--- config.mk ---
export PLATFORM = sky130hd
export DESIGN_NAME = hsl_to_rgb_converter_unit
export DESIGN_NICKNAME = d
export VERILOG_FILES = /design/src/hdl/hsl2rgb_pkg.sv /design/src/hdl/hsl_to_rgb_converter_unit.sv
export VERILOG_INCLUDE_DIRS = /design/src /design/src/hdl
export SDC_FILE = /design/constraint.sdc
export NUM_CORES = 2
export LEC_CHECK = 0
export ABC_AREA = 1
export BUFFER_PORTS_ARGS = -buffer_cell sky130_fd_sc_hd__buf_2
export CORE_MARGIN = 8
export CORE_UTILIZATION = 58
export CTS_CLUSTER_DIAMETER = 120
export DETAILED_ROUTE_END_ITERATION = 10
export GPL_TIMING_DRIVEN = 0
export PLACE_DENSITY = 0.76
export REMOVE_ABC_BUFFERS = 1
export SETUP_SLACK_MARGIN = 0.4
export SYNTH_ARGS = -nofsm -noshare
export SYNTH_HDL_FRONTEND = slang
export SYNTH_SLANG_ARGS = --single-unit
--- constraint.sdc ---
create_clock -name clk -period 9.4 [get_ports clk]
set_input_delay 0.94 -clock clk [delete_from_list [all_inputs] [get_ports clk]]
set_output_delay 0.94 -clock clk [all_outputs]
set_load 0.01 [all_outputs]
--- src/hdl/assert_macros.svh ---
// Assertion helpers shared by the RTL.
`ifndef ASSERT_MACROS_SVH
`define ASSERT_MACROS_SVH

// Same-cycle implication, masked during reset.
`define ASSERT_IMPLIES(label, clk, rst_n, ante, cons, msg) \
    label: assert property (@(posedge clk) disable iff (!rst_n) (ante) |-> (cons)) \
        else $error(msg);

// Next-cycle implication, masked during reset.
`define ASSERT_NEXT(label, clk, rst_n, ante, cons, msg) \
    label: assert property (@(posedge clk) disable iff (!rst_n) (ante) |=> (cons)) \
        else $error(msg);

`endif

--- src/hdl/hsl2rgb_pkg.sv ---
package hsl2rgb_pkg;

    localparam int NUM_STAGES = 7;
    localparam int NUM_CH     = 3;

    localparam logic [8:0]  HUE_WRAP    = 9'd360;
    localparam logic [6:0]  PCT_MAX     = 7'd100;
    localparam logic [5:0]  DEG_SEXT    = 6'd60;
    localparam logic [7:0]  DBL_HALF    = 8'd100;
    localparam logic [7:0]  DBL_FULL    = 8'd200;
    localparam logic [19:0] C_SCALE     = 20'd60;
    localparam logic [19:0] L_SCALE     = 20'd6000;
    localparam logic [25:0] BYTE_MUL    = 26'd17;
    localparam logic [25:0] ROUND_BIAS  = 26'd20000;
    localparam logic [38:0] RECIP_625   = 39'd429497;
    localparam logic [10:0] BYTE_MAX    = 11'd255;

    typedef enum logic [2:0] {
        HUE_S0,
        HUE_S1,
        HUE_S2,
        HUE_S3,
        HUE_S4,
        HUE_S5
    } sext_t;

    function automatic sext_t sextant(input logic [8:0] h);
        sext_t s;
        if (h < 9'd60)
            s = HUE_S0;
        else if (h < 9'd120)
            s = HUE_S1;
        else if (h < 9'd180)
            s = HUE_S2;
        else if (h < 9'd240)
            s = HUE_S3;
        else if (h < 9'd300)
            s = HUE_S4;
        else
            s = HUE_S5;
        return s;
    endfunction

    function automatic logic [8:0] sext_base(input sext_t s);
        logic [8:0] b;
        case (s)
            HUE_S0:  b = 9'd0;
            HUE_S1:  b = 9'd60;
            HUE_S2:  b = 9'd120;
            HUE_S3:  b = 9'd180;
            HUE_S4:  b = 9'd240;
            HUE_S5:  b = 9'd300;
            default: b = 9'd0;
        endcase
        return b;
    endfunction

endpackage

--- src/hdl/hsl_to_rgb_converter_unit.sv ---
// HSL to 8-bit RGB converter. Takes hue in whole degrees (360 and up wrap once)
// and saturation and lightness in whole percent (clamped to 100), and returns
// round(255 * channel) per component with ties rounded up, exact to the bit.
// Seven-stage pipeline: one pixel per clock sustained while out_stall is low;
// the divide by 40000 is a shift by 6 and a reciprocal multiply for 625.
// Each stage holds its beat while the one ahead is full and held, so in_stall
// rises only when all seven stages are occupied.
`include "assert_macros.svh"

module hsl_to_rgb_converter_unit
(
    input  logic       clk,
    input  logic       rst_n,
    input  logic       in_valid,
    output logic       in_stall,
    input  logic [8:0] hue_deg,
    input  logic [6:0] sat_pct,
    input  logic [6:0] light_pct,
    output logic       out_valid,
    input  logic       out_stall,
    output logic [7:0] red_out,
    output logic [7:0] green_out,
    output logic [7:0] blue_out
);

    logic [hsl2rgb_pkg::NUM_STAGES-1:0] vld_reg;
    logic [hsl2rgb_pkg::NUM_STAGES-1:0] vld_next;
    logic [hsl2rgb_pkg::NUM_STAGES-1:0] rdy;

    // stage 0: wrap, clamp, sextant, triangle, lightness distance
    logic [8:0]         hue_n;
    logic [6:0]         sat_c;
    logic [6:0]         light_c;
    hsl2rgb_pkg::sext_t sext_c;
    logic [8:0]         hoff_c;
    logic [5:0]         tri_c;
    logic [7:0]         dbl_c;
    logic [7:0]         amp_c;

    hsl2rgb_pkg::sext_t sext0_reg;
    logic [5:0]         tri0_reg;
    logic [6:0]         amp0_reg;
    logic [6:0]         sat0_reg;
    logic [6:0]         light0_reg;

    // stage 1: chroma in 1/10000
    logic [13:0]        c10k_next;
    logic [13:0]        c10k1_reg;
    hsl2rgb_pkg::sext_t sext1_reg;
    logic [5:0]         tri1_reg;
    logic [6:0]         light1_reg;

    // stage 2: C, X, L scaled to 1/600000
    logic [19:0]        c_next;
    logic [19:0]        x_next;
    logic [19:0]        l6k_next;
    logic [19:0]        c2_reg;
    logic [19:0]        x2_reg;
    logic [19:0]        l6k2_reg;
    hsl2rgb_pkg::sext_t sext2_reg;

    // stage 3..6 per channel
    logic [19:0] m_c;
    logic [19:0] comp_c [hsl2rgb_pkg::NUM_CH];
    logic [20:0] v3_reg [hsl2rgb_pkg::NUM_CH];
    logic [19:0] a4_reg [hsl2rgb_pkg::NUM_CH];
    logic [10:0] q5_reg [hsl2rgb_pkg::NUM_CH];
    logic [7:0]  out6_reg [hsl2rgb_pkg::NUM_CH];

    // handshake
    always_comb
    begin
        rdy[6] = !vld_reg[6] || !out_stall;
        rdy[5] = !vld_reg[5] || rdy[6];
        rdy[4] = !vld_reg[4] || rdy[5];
        rdy[3] = !vld_reg[3] || rdy[4];
        rdy[2] = !vld_reg[2] || rdy[3];
        rdy[1] = !vld_reg[1] || rdy[2];
        rdy[0] = !vld_reg[0] || rdy[1];
    end

    assign vld_next = (rdy & {vld_reg[hsl2rgb_pkg::NUM_STAGES-2:0], in_valid})
                    | (~rdy & vld_reg);

    always_ff @(posedge clk or negedge rst_n)
    begin
        if (!rst_n)
        begin
            vld_reg <= '0;
        end
        else
        begin
            vld_reg <= vld_next;
        end
    end

    assign in_stall  = !rdy[0];
    assign out_valid = vld_reg[6];

    // stage 0
    always_comb
    begin
        hue_n   = (hue_deg >= hsl2rgb_pkg::HUE_WRAP) ? hue_deg - hsl2rgb_pkg::HUE_WRAP
                                                     : hue_deg;
        sat_c   = (sat_pct > hsl2rgb_pkg::PCT_MAX) ? hsl2rgb_pkg::PCT_MAX : sat_pct;
        light_c = (light_pct > hsl2rgb_pkg::PCT_MAX) ? hsl2rgb_pkg::PCT_MAX : light_pct;
        sext_c  = hsl2rgb_pkg::sextant(hue_n);
        hoff_c  = hue_n - hsl2rgb_pkg::sext_base(sext_c);
        if (sext_c == hsl2rgb_pkg::HUE_S1 || sext_c == hsl2rgb_pkg::HUE_S3 ||
            sext_c == hsl2rgb_pkg::HUE_S5)
        begin
            tri_c = hsl2rgb_pkg::DEG_SEXT - hoff_c[5:0];
        end
        else
        begin
            tri_c = hoff_c[5:0];
        end
        dbl_c = {light_c, 1'b0};
        amp_c = (dbl_c >= hsl2rgb_pkg::DBL_HALF) ? hsl2rgb_pkg::DBL_FULL - dbl_c : dbl_c;
    end

    always_ff @(posedge clk)
    begin
        if (rdy[0])
        begin
            sext0_reg  <= sext_c;
            tri0_reg   <= tri_c;
            amp0_reg   <= amp_c[6:0];
            sat0_reg   <= sat_c;
            light0_reg <= light_c;
        end
    end

    // stage 1
    assign c10k_next = {7'd0, amp0_reg} * {7'd0, sat0_reg};

    always_ff @(posedge clk)
    begin
        if (rdy[1])
        begin
            c10k1_reg  <= c10k_next;
            sext1_reg  <= sext0_reg;
            tri1_reg   <= tri0_reg;
            light1_reg <= light0_reg;
        end
    end

    // stage 2
    assign c_next   = {6'd0, c10k1_reg} * hsl2rgb_pkg::C_SCALE;
    assign x_next   = {6'd0, c10k1_reg} * {14'd0, tri1_reg};
    assign l6k_next = {13'd0, light1_reg} * hsl2rgb_pkg::L_SCALE;

    always_ff @(posedge clk)
    begin
        if (rdy[2])
        begin
            c2_reg    <= c_next;
            x2_reg    <= x_next;
            l6k2_reg  <= l6k_next;
            sext2_reg <= sext1_reg;
        end
    end

    // stage 3: m = L - C/2, place C and X by sextant
    always_comb
    begin
        m_c = l6k2_reg - {1'b0, c2_reg[19:1]};
        case (sext2_reg)
            hsl2rgb_pkg::HUE_S0:
            begin
                comp_c[0] = c2_reg; comp_c[1] = x2_reg; comp_c[2] = '0;
            end
            hsl2rgb_pkg::HUE_S1:
            begin
                comp_c[0] = x2_reg; comp_c[1] = c2_reg; comp_c[2] = '0;
            end
            hsl2rgb_pkg::HUE_S2:
            begin
                comp_c[0] = '0; comp_c[1] = c2_reg; comp_c[2] = x2_reg;
            end
            hsl2rgb_pkg::HUE_S3:
            begin
                comp_c[0] = '0; comp_c[1] = x2_reg; comp_c[2] = c2_reg;
            end
            hsl2rgb_pkg::HUE_S4:
            begin
                comp_c[0] = x2_reg; comp_c[1] = '0; comp_c[2] = c2_reg;
            end
            default:
            begin
                comp_c[0] = c2_reg; comp_c[1] = '0; comp_c[2] = x2_reg;
            end
        endcase
    end

    // stages 3..6 per channel: round(255*v/600000) = floor((17v+20000)/40000)
    for (genvar ch = 0; ch < hsl2rgb_pkg::NUM_CH; ch++)
    begin : g_lane
        logic [20:0] v_next;
        logic [25:0] n_c;
        logic [19:0] a_next;
        logic [38:0] prod_c;
        logic [10:0] q_next;
        logic [7:0]  out_next;

        assign v_next   = {1'b0, comp_c[ch]} + {1'b0, m_c};
        assign n_c      = {5'd0, v3_reg[ch]} * hsl2rgb_pkg::BYTE_MUL + hsl2rgb_pkg::ROUND_BIAS;
        assign a_next   = n_c[25:6];
        // divide by 625: exact reciprocal for 20-bit operands
        assign prod_c   = {19'd0, a4_reg[ch]} * hsl2rgb_pkg::RECIP_625;
        assign q_next   = prod_c[38:28];
        assign out_next = (q5_reg[ch] > hsl2rgb_pkg::BYTE_MAX) ? 8'hFF : q5_reg[ch][7:0];

        always_ff @(posedge clk)
        begin
            if (rdy[3])
            begin
                v3_reg[ch] <= v_next;
            end
            if (rdy[4])
            begin
                a4_reg[ch] <= a_next;
            end
            if (rdy[5])
            begin
                q5_reg[ch] <= q_next;
            end
            if (rdy[6])
            begin
                out6_reg[ch] <= out_next;
            end
        end
    end

    assign red_out   = out6_reg[0];
    assign green_out = out6_reg[1];
    assign blue_out  = out6_reg[2];

    `ASSERT_IMPLIES(a_stall_full, clk, rst_n, in_stall, &vld_reg, "stall with a free stage")
    `ASSERT_NEXT(a_beat_enters, clk, rst_n, in_valid && !in_stall, vld_reg[0], "accepted beat lost at entry")
    `ASSERT_NEXT(a_mid_hold, clk, rst_n, vld_reg[3] && !rdy[4], vld_reg[3], "held beat dropped in pipeline")
    `ASSERT_IMPLIES(a_byte_range, clk, rst_n, vld_reg[5], (q5_reg[0] <= hsl2rgb_pkg::BYTE_MAX) && (q5_reg[1] <= hsl2rgb_pkg::BYTE_MAX) && (q5_reg[2] <= hsl2rgb_pkg::BYTE_MAX), "channel above 255")

endmodule

==> flow_summary.ini <==
[critical_path]
r2r_start = a4_reg[0][0]
slowest_delay_ns = 0.92
path_delay_family = buffers and inverters
endpoint = in_stall
crit_slowest_cell = nand2_1
worstPathArrival_ns = 4.69
cp.required_ns = 8.46
r2r_end = q5_reg[0][4]
end_kind = output port
crit_buf_inv = 7
cp-startpoint = out_stall
critical_path_cell_count = 14
rrSetupSlack_ns = 3.89
crit_type = input port to output port
worstPathCellList = buf_2 > nand2_1 > nor2_1 > inv_2 > nor2_1 > inv_2 > nor2_1 > inv_2 > nor2_1 > inv_2 > nor2_1 > inv_1 > nor2_1 > buf_2
cpMostUsedCell = nor2_1
cp_max_fo = 35
start_kind = input port
reg2reg_depth = 16

[floorplanning]
die_h_um = 292.5
die_w_um = 292.5
initial_core_util = 0.5849
rows = 101
boundaryPins = 53
coreArea_um2 = 75820
dieArea_um2 = 85560

[synthesis]
netlist_area_um2 = 44350
synth_cell_types = 55
async_flop_share = 0.02365
synth_most_common_cell = inv_1
synth_area_per_cell_um2 = 9.330
yosys_register_bits = 296
synth_top_area_cell = fa_1
synth_area_leaders = fa_1, ha_1, edfxtp_1
synth_seq_area_share = 0.1996
synthCells = 4753
synth.top_cell.area_share = 0.2519
synth_warnings = 0
synth_commonest_cells = inv_1, ha_1, nand2_1, fa_1, edfxtp_1
synthFlopType = edfxtp_1
synth_edf_count = 289

[global_routing]
antenna_found_initial = 0
grt_pass1_vias = 32510
busiest_layer = met2
grt_use_met1 = 0.2943
grt_max_degree = 50
grt_pass1_wl_um = 158600
grt_remaining_overflow = 0
use_met3 = 0.02688
track_usage = 0.2246
grt_use_met2 = 0.3901

[sta]
rsz0062_at_grt = false
hold_violations = 0
period_minus_slack_ns = 5.629
finalSetupViolations = 0
slew_headroom = 0.1014
drv_slew = 0
skew_ns = 0.02914
worstMarginPinSlew_ns = 1.343
max_freq_ghz = 0.1776
finalCritPeriodShare = 0.5989

[final_layout]
layout.cells.non_filler = 5830
fin_nets = 6197
num_antenna_cells = 0
fill_cells = 6277
area_growth_pct = 6.001
final_layout_size_suffix_gt1_frac = 0.03421

[status]
violations = design-rule violations
status = complete, but fails checks

[route]
viasPerCell = 5.340
drc = 1
wire_per_inst_um = 16.28
drt_wl_total_um = 94920
drt_iter0_drc = 1546
drt-pass1-iter-count = 8
num_vias = 31130
ant_nets = 0

[clock_network]
cts_hold_buf = 0
path_clk_slew_ns = 0.06
cts.sinks = 296
cts_root_buffer = clkbuf_16
cts_resized = 0
ctsHtreeMaxLevel = 2
post-cts-setup-buffers = 0
cts_buffers = 36
cts_tree = done
clockBufferDepth = 3
clk_latency_ns = 0.58

[placed_design]
hpwl_um = 82850
io_buffers = 52
gp_congestion = 0.9743
place_inst = 5764

[flow_run]
drv_cap = 0

[worst_hold_path]
hold_path.class = input port to async pin
-- worst reg2reg max path: stages (launching register included) --
cell and delay, ns:
edfxtp_1 0.59, ha_1 0.39, inv_1 0.10, fa_1 0.50
fa_1 0.55, inv_1 0.05, fa_1 0.52, inv_1 0.06
fa_1 0.54, inv_1 0.06, fa_1 0.51, ha_1 0.36
a21oi_1 0.20, o21ai_0 0.21, a221oi_1 0.34, nand2_1 0.11
xor2_1 0.15
-- area by class of cell --
type	instances	area, um^2	share of cell area
Clock buffer	42	944.7	0.02010
Clock inverter	23	226.5	0.004818
Inverter	1235	4636	0.09862
Multi-Input combinational cell	3200	30780	0.6547
Sequential cell	296	8853	0.1883
Tap cell	978	1224	0.02603
Timing Repair Buffer	56	347.8	0.007400
-- cells by family (layout without fill, tap and decap cells) --
group / Yosys count / after routing / share of synthesized area
fa+ha+maj: 1345 / 1345 / 0.4739
xor+xnor: 200 / 200 / 0.03950
compound gates: 624 / 624 / 0.08168
simple gates: 1031 / 1031 / 0.09875
buf+inv: 1257 / 1356 / 0.1065
flops: 296 / 296 / 0.1996
-- metal layers --
| layer | part of all wire | vias up |
|---|---|---|
| li1 | - | 15350 |
| met1 | 0.44 | 14950 |
| met4 | 0.031 | 0 |
| met3 | 0.047 | 164 |
| met2 | 0.48 | 675 |
| met5 | 0 | - |
-- worst min path at each step --
stage                             start       endpoint  slack, ns  cells after the start
after floorplan           light0_reg[1]  light1_reg[1]       0.40                      0
after global placement    light0_reg[3]  light1_reg[3]       0.40                      0
after detailed placement  light0_reg[4]  light1_reg[4]       0.40                      0
after CTS                         rst_n      async pin       0.17                      1
after global routing              rst_n      async pin       0.19                      1
final                             rst_n      async pin       0.20                      1
-- placed cells by master, fill, tap and decap left out, types with 28 or more instances in the layout --
| master | count |
|---|---|
| xnor2_1 | 48 |
| fa_1 | 558 |
| nand4_1 | 32 |
| edfxtp_1 | 289 |
| a21o_1 | 28 |
| nand2_1 | 613 |
| ha_1 | 787 |
| xor2_1 | 152 |
| buf_2 | 52 |
| clkbuf_16 | 37 |
| inv_1 | 1226 |
| nor2_1 | 185 |
| a21oi_1 | 275 |
| o21bai_1 | 33 |
| nand3_1 | 111 |
| o21ai_0 | 158 |
| nor3_1 | 36 |
-- through the flow --
step | worst slack (ns) | TNS [ns] | hold WS, ns | utilization | instance area, um^2
detailed placement | 2.654 | 0 | 0.4045 | 0.6041 | 45800
CTS | 2.880 | 0 | 0.1676 | 0.6195 | 46980
global placement | -1.631 | -61.01 | 0.4009 | 0.6033 | 45740
global route | 3.331 | 0 | 0.1919 | 0.6200 | 47010
floorplan | 1.258 | 0 | 0.4003 | - | 44260
finish | 3.771 | 0 | 0.1984 | 0.6200 | 47010
Power is left out: the tool's default activity adds up to more than one toggle a clock period on the data nets, which glitch-free logic cannot reach.
